$ cat config.mk
export PLATFORM = sky130hd
export DESIGN_NAME = dotq_ram
export DESIGN_NICKNAME = d
export VERILOG_FILES = /design/src/dotq_ram.sv
export SDC_FILE = /design/constraint.sdc
export NUM_CORES = 1
export LEC_CHECK = 0
export ABC_AREA = 0
export BUFFER_PORTS_ARGS = -buffer_cell sky130_fd_sc_hd__clkbuf_2
export CAP_MARGIN = 15
export CORE_ASPECT_RATIO = 1.2
export CORE_MARGIN = 2
export CORE_UTILIZATION = 35
export CTS_CLUSTER_DIAMETER = 80
export DETAILED_ROUTE_END_ITERATION = 10
export GPL_ROUTABILITY_DRIVEN = 1
export MAX_ROUTING_LAYER = met4
export SYNTH_ARGS = -nofsm -noshare
export SYNTH_HDL_FRONTEND = slang
export SYNTH_SLANG_ARGS = --single-unit
$ cat constraint.sdc
create_clock -name clk -period 2.8 [get_ports clk]
set_input_delay 0.42 -clock clk [delete_from_list [all_inputs] [get_ports clk]]
set_output_delay 0.42 -clock clk [all_outputs]
set_load 0.05 [all_outputs]
$ cat src/dotq_ram.sv
// Generic single-write, single-read RAM with registered read data.
// Stand-alone; holds the slot words of the timer queue.
`default_nettype none
module dotq_ram #(
  parameter int WIDTH = 8,
  parameter int DEPTH = 32
) (
  input  wire logic                     clk,
  input  wire logic                     we,
  input  wire logic [$clog2(DEPTH)-1:0] waddr,
  input  wire logic [WIDTH-1:0]         wdata,
  input  wire logic [$clog2(DEPTH)-1:0] raddr,
  output logic      [WIDTH-1:0]         rdata
);

  logic [WIDTH-1:0] mem [DEPTH];

  // Write port and registered read port.
  always_ff @(posedge clk) begin
    if (we) begin
      mem[waddr] <= wdata;
    end
    rdata <= mem[raddr];
  end

endmodule
`default_nettype wire

==> results.json <==
{
  "syn2layout_area_growth_pct": 16.24,
  "clock-skew-final_ns": 0.01411,
  "vias": 4488,
  "drive_above_1_share_pct": 38.26,
  "vdd_ir_drop_max_uv": 390.8,
  "syn-mean-instance-area_um2": 24.11,
  "die_w_um": 158.7,
  "status": "finished, final reports clean",
  "hold_buffers": 0,
  "fmax_mhz": 514.7,
  "grt_max_degree": 33,
  "rsz0062_at_grt": "no",
  "top_usage_layer": "met2",
  "numCtsBuffers": 25,
  "antenna_found_initial": 0,
  "die_area_mm2": 0.03010,
  "met2_usage_pct": 24.40,
  "tightest_slew_ns": 0.8519,
  "clockBufferDepth": 3,
  "drtIter0Drc": 437,
  "hold_ws_ns": 0.3916,
  "ys_seq_elements": 264,
  "syn_area_mm2": 0.01005,
  "drt_first_pass_iters": 6,
  "drv_cap": 0,
  "dp_hpwl_um": 13410,
  "fin_crit_ns": 1.943,
  "grt_pass1_wl_um": 31620,
  "drc": 0,
  "fillers": 2390,
  "ys_seq_area_share_pct": 78.06,
  "power.leakage_nw": 3.684,
  "endpoint_kind": "register",
  "rows": 67,
  "cts_setup_buffers": 0,
  "clkTransAtPathRegs_ns": 0.06,
  "grt-ovfl-total": 0,
  "yosys_warnings": 0,
  "start_util_pct": 35.80,
  "ys_types": 15,
  "tns_ns": 0,
  "post_drt_wl_per_cell_um": 23.46,
  "cp_max_fo": 21,
  "cts_root_buf": "clkbuf_16",
  "ios": 28,
  "h-tree-depth": 1,
  "arrival_ns": 2.34,
  "p_per_area_mw_per_mm2": 689.8,
  "grtUsageTotal_pct": 14.70,
  "coreArea_mm2": 0.02808,
  "detail_route.wirelength_um": 20780,
  "ant_nets": 0,
  "hold_viol_final": 0,
  "slew-limit-headroom_pct": 43.00,
  "path_class": "in2reg",
  "holdCritPathClass": "in2reg",
  "gp_congestion": 0.7642,
  "global_route.usage.met1_pct": 19.26,
  "die_height_um": 189.7,
  "min_period_over_period_pct": 69.38,
  "io_buffers": 27,
  "clk_latency_ns": 0.51,
  "syn-instance-count": 417,
  "syn_nets": 437,
  "nNetsFinal": 511,
  "grt_pass1_vias": 4833,
  "cts-resized-gates": 0,
  "use_met3_pct": 2.180,
  "setup_viol": 0,
  "n_antenna_cell": 0,
  "cts_tree": "built",
  "worst_setup_path_start_kind": "input port",
  "cp_data_required_time_ns": 3.19,
  "slew_viol_final": 0,
  "cts.sinks": 264,
  "rrSetupSlack_ns": 0.99,
  "avgViaCountPerCell": 5.065
}
stage by stage:
stage          power, mW  instances  instance area (µm²)  setup WS [ns]  utilization, %
6_report           8.061        886                11690         0.8572           41.61
5_1_grt            8.324        886                11690         0.7986           41.61
4_1_cts            8.141        886                11690         0.8467           41.61
3_5_place_dp       4.985        843                10920         0.3088           38.89
3_3_place_gp       4.974        843                10920         0.3145           38.89
2_1_floorplan      4.781        417                10050         0.5776               -
logic make-up (layout without fill, tap and decap cells):
logic type             Yosys count  after routing  synth area share, %
buffers and inverters           20            110                1.058
DFF                            264            264                78.06
muxes                           88             88                18.82
and+or+nand+nor                 45             45                2.066
layer usage:
layer	vias to the layer above	part of all wire, %
li1	1918	-
met1	2407	43
met2	134	51
met3	29	4.9
met4	0	1.7
met5	-	0
cell usage in the layout, fill, tap and decap left out:
master / count
clkbuf_2: 26
clkinv_1: 7
buf_12: 5
nor2_1: 33
or3_1: 1
mux2_2: 8
nand3b_1: 5
or3b_2: 3
nand3_1: 2
clkbuf_16: 25
buf_4: 36
mux4_2: 80
clkinvlp_4: 3
edfxtp_1: 256
dfxtp_1: 8
nand2_1: 1
bufinv_16: 2
clkinv_2: 6
worst max-delay path, cell delays in order:
cell and delay, ns:
buf_4 0.27, buf_12 0.25, mux4_2 0.54, mux4_2 0.53, mux2_2 0.28
cell usage after synthesis:
| cell type | instances | share of area, % |
|---|---|---|
| edfxtp_1 | 256 | 76 |
| mux4_2 | 80 | 18 |
| nand2_1 | 1 | 0.037 |
| buf_1 | 6 | 0.22 |
| nand3b_1 | 5 | 0.37 |
| or3b_2 | 3 | 0.26 |
| buf_2 | 1 | 0.050 |
| or3_1 | 1 | 0.062 |
| dfxtp_1 | 8 | 1.6 |
| nand3_1 | 2 | 0.10 |
| mux2_2 | 8 | 0.90 |
| clkbuf_1 | 6 | 0.22 |
| buf_6 | 1 | 0.11 |
| nor2_1 | 33 | 1.2 |
| buf_4 | 6 | 0.45 |
power by group:
| group | internal [mW] | leakage, nW | switching (mW) |
|---|---|---|---|
| combinational | 0.193 | 0.939 | 0.281 |
| sequential | 4.39 | 2.37 | 0.0194 |
| clock | 1.80 | 0.371 | 1.37 |
layout make-up:
| class | instances | area (µm²) | share of cell area (%) |
|---|---|---|---|
| Sequential cell | 264 | 7848 | 67.15 |
| Multi-Input combinational cell | 133 | 2100 | 17.97 |
| Clock buffer | 25 | 625.6 | 5.353 |
| Timing Repair Buffer | 67 | 500.5 | 4.283 |
| Tap cell | 379 | 474.2 | 4.058 |
| Clock inverter | 18 | 138.9 | 1.188 |
worst paths after layout:
check,cells after the start,end,start
worst min-delay path,2,rdata[1]$_DFF_P_,raddr[3]
worst max register to register,3,rdata[1]$_DFF_P_,mem[21][1]$_DFFE_PP_
worst min register to register,3,rdata[1]$_DFF_P_,mem[30][1]$_DFFE_PP_
worst max-delay path,5,rdata[0]$_DFF_P_,raddr[0]
state kept, by name, summed over array words and instances (netlist names):
signal,count
rdata,8
mem,256
Power figures use the tool's default switching activity.
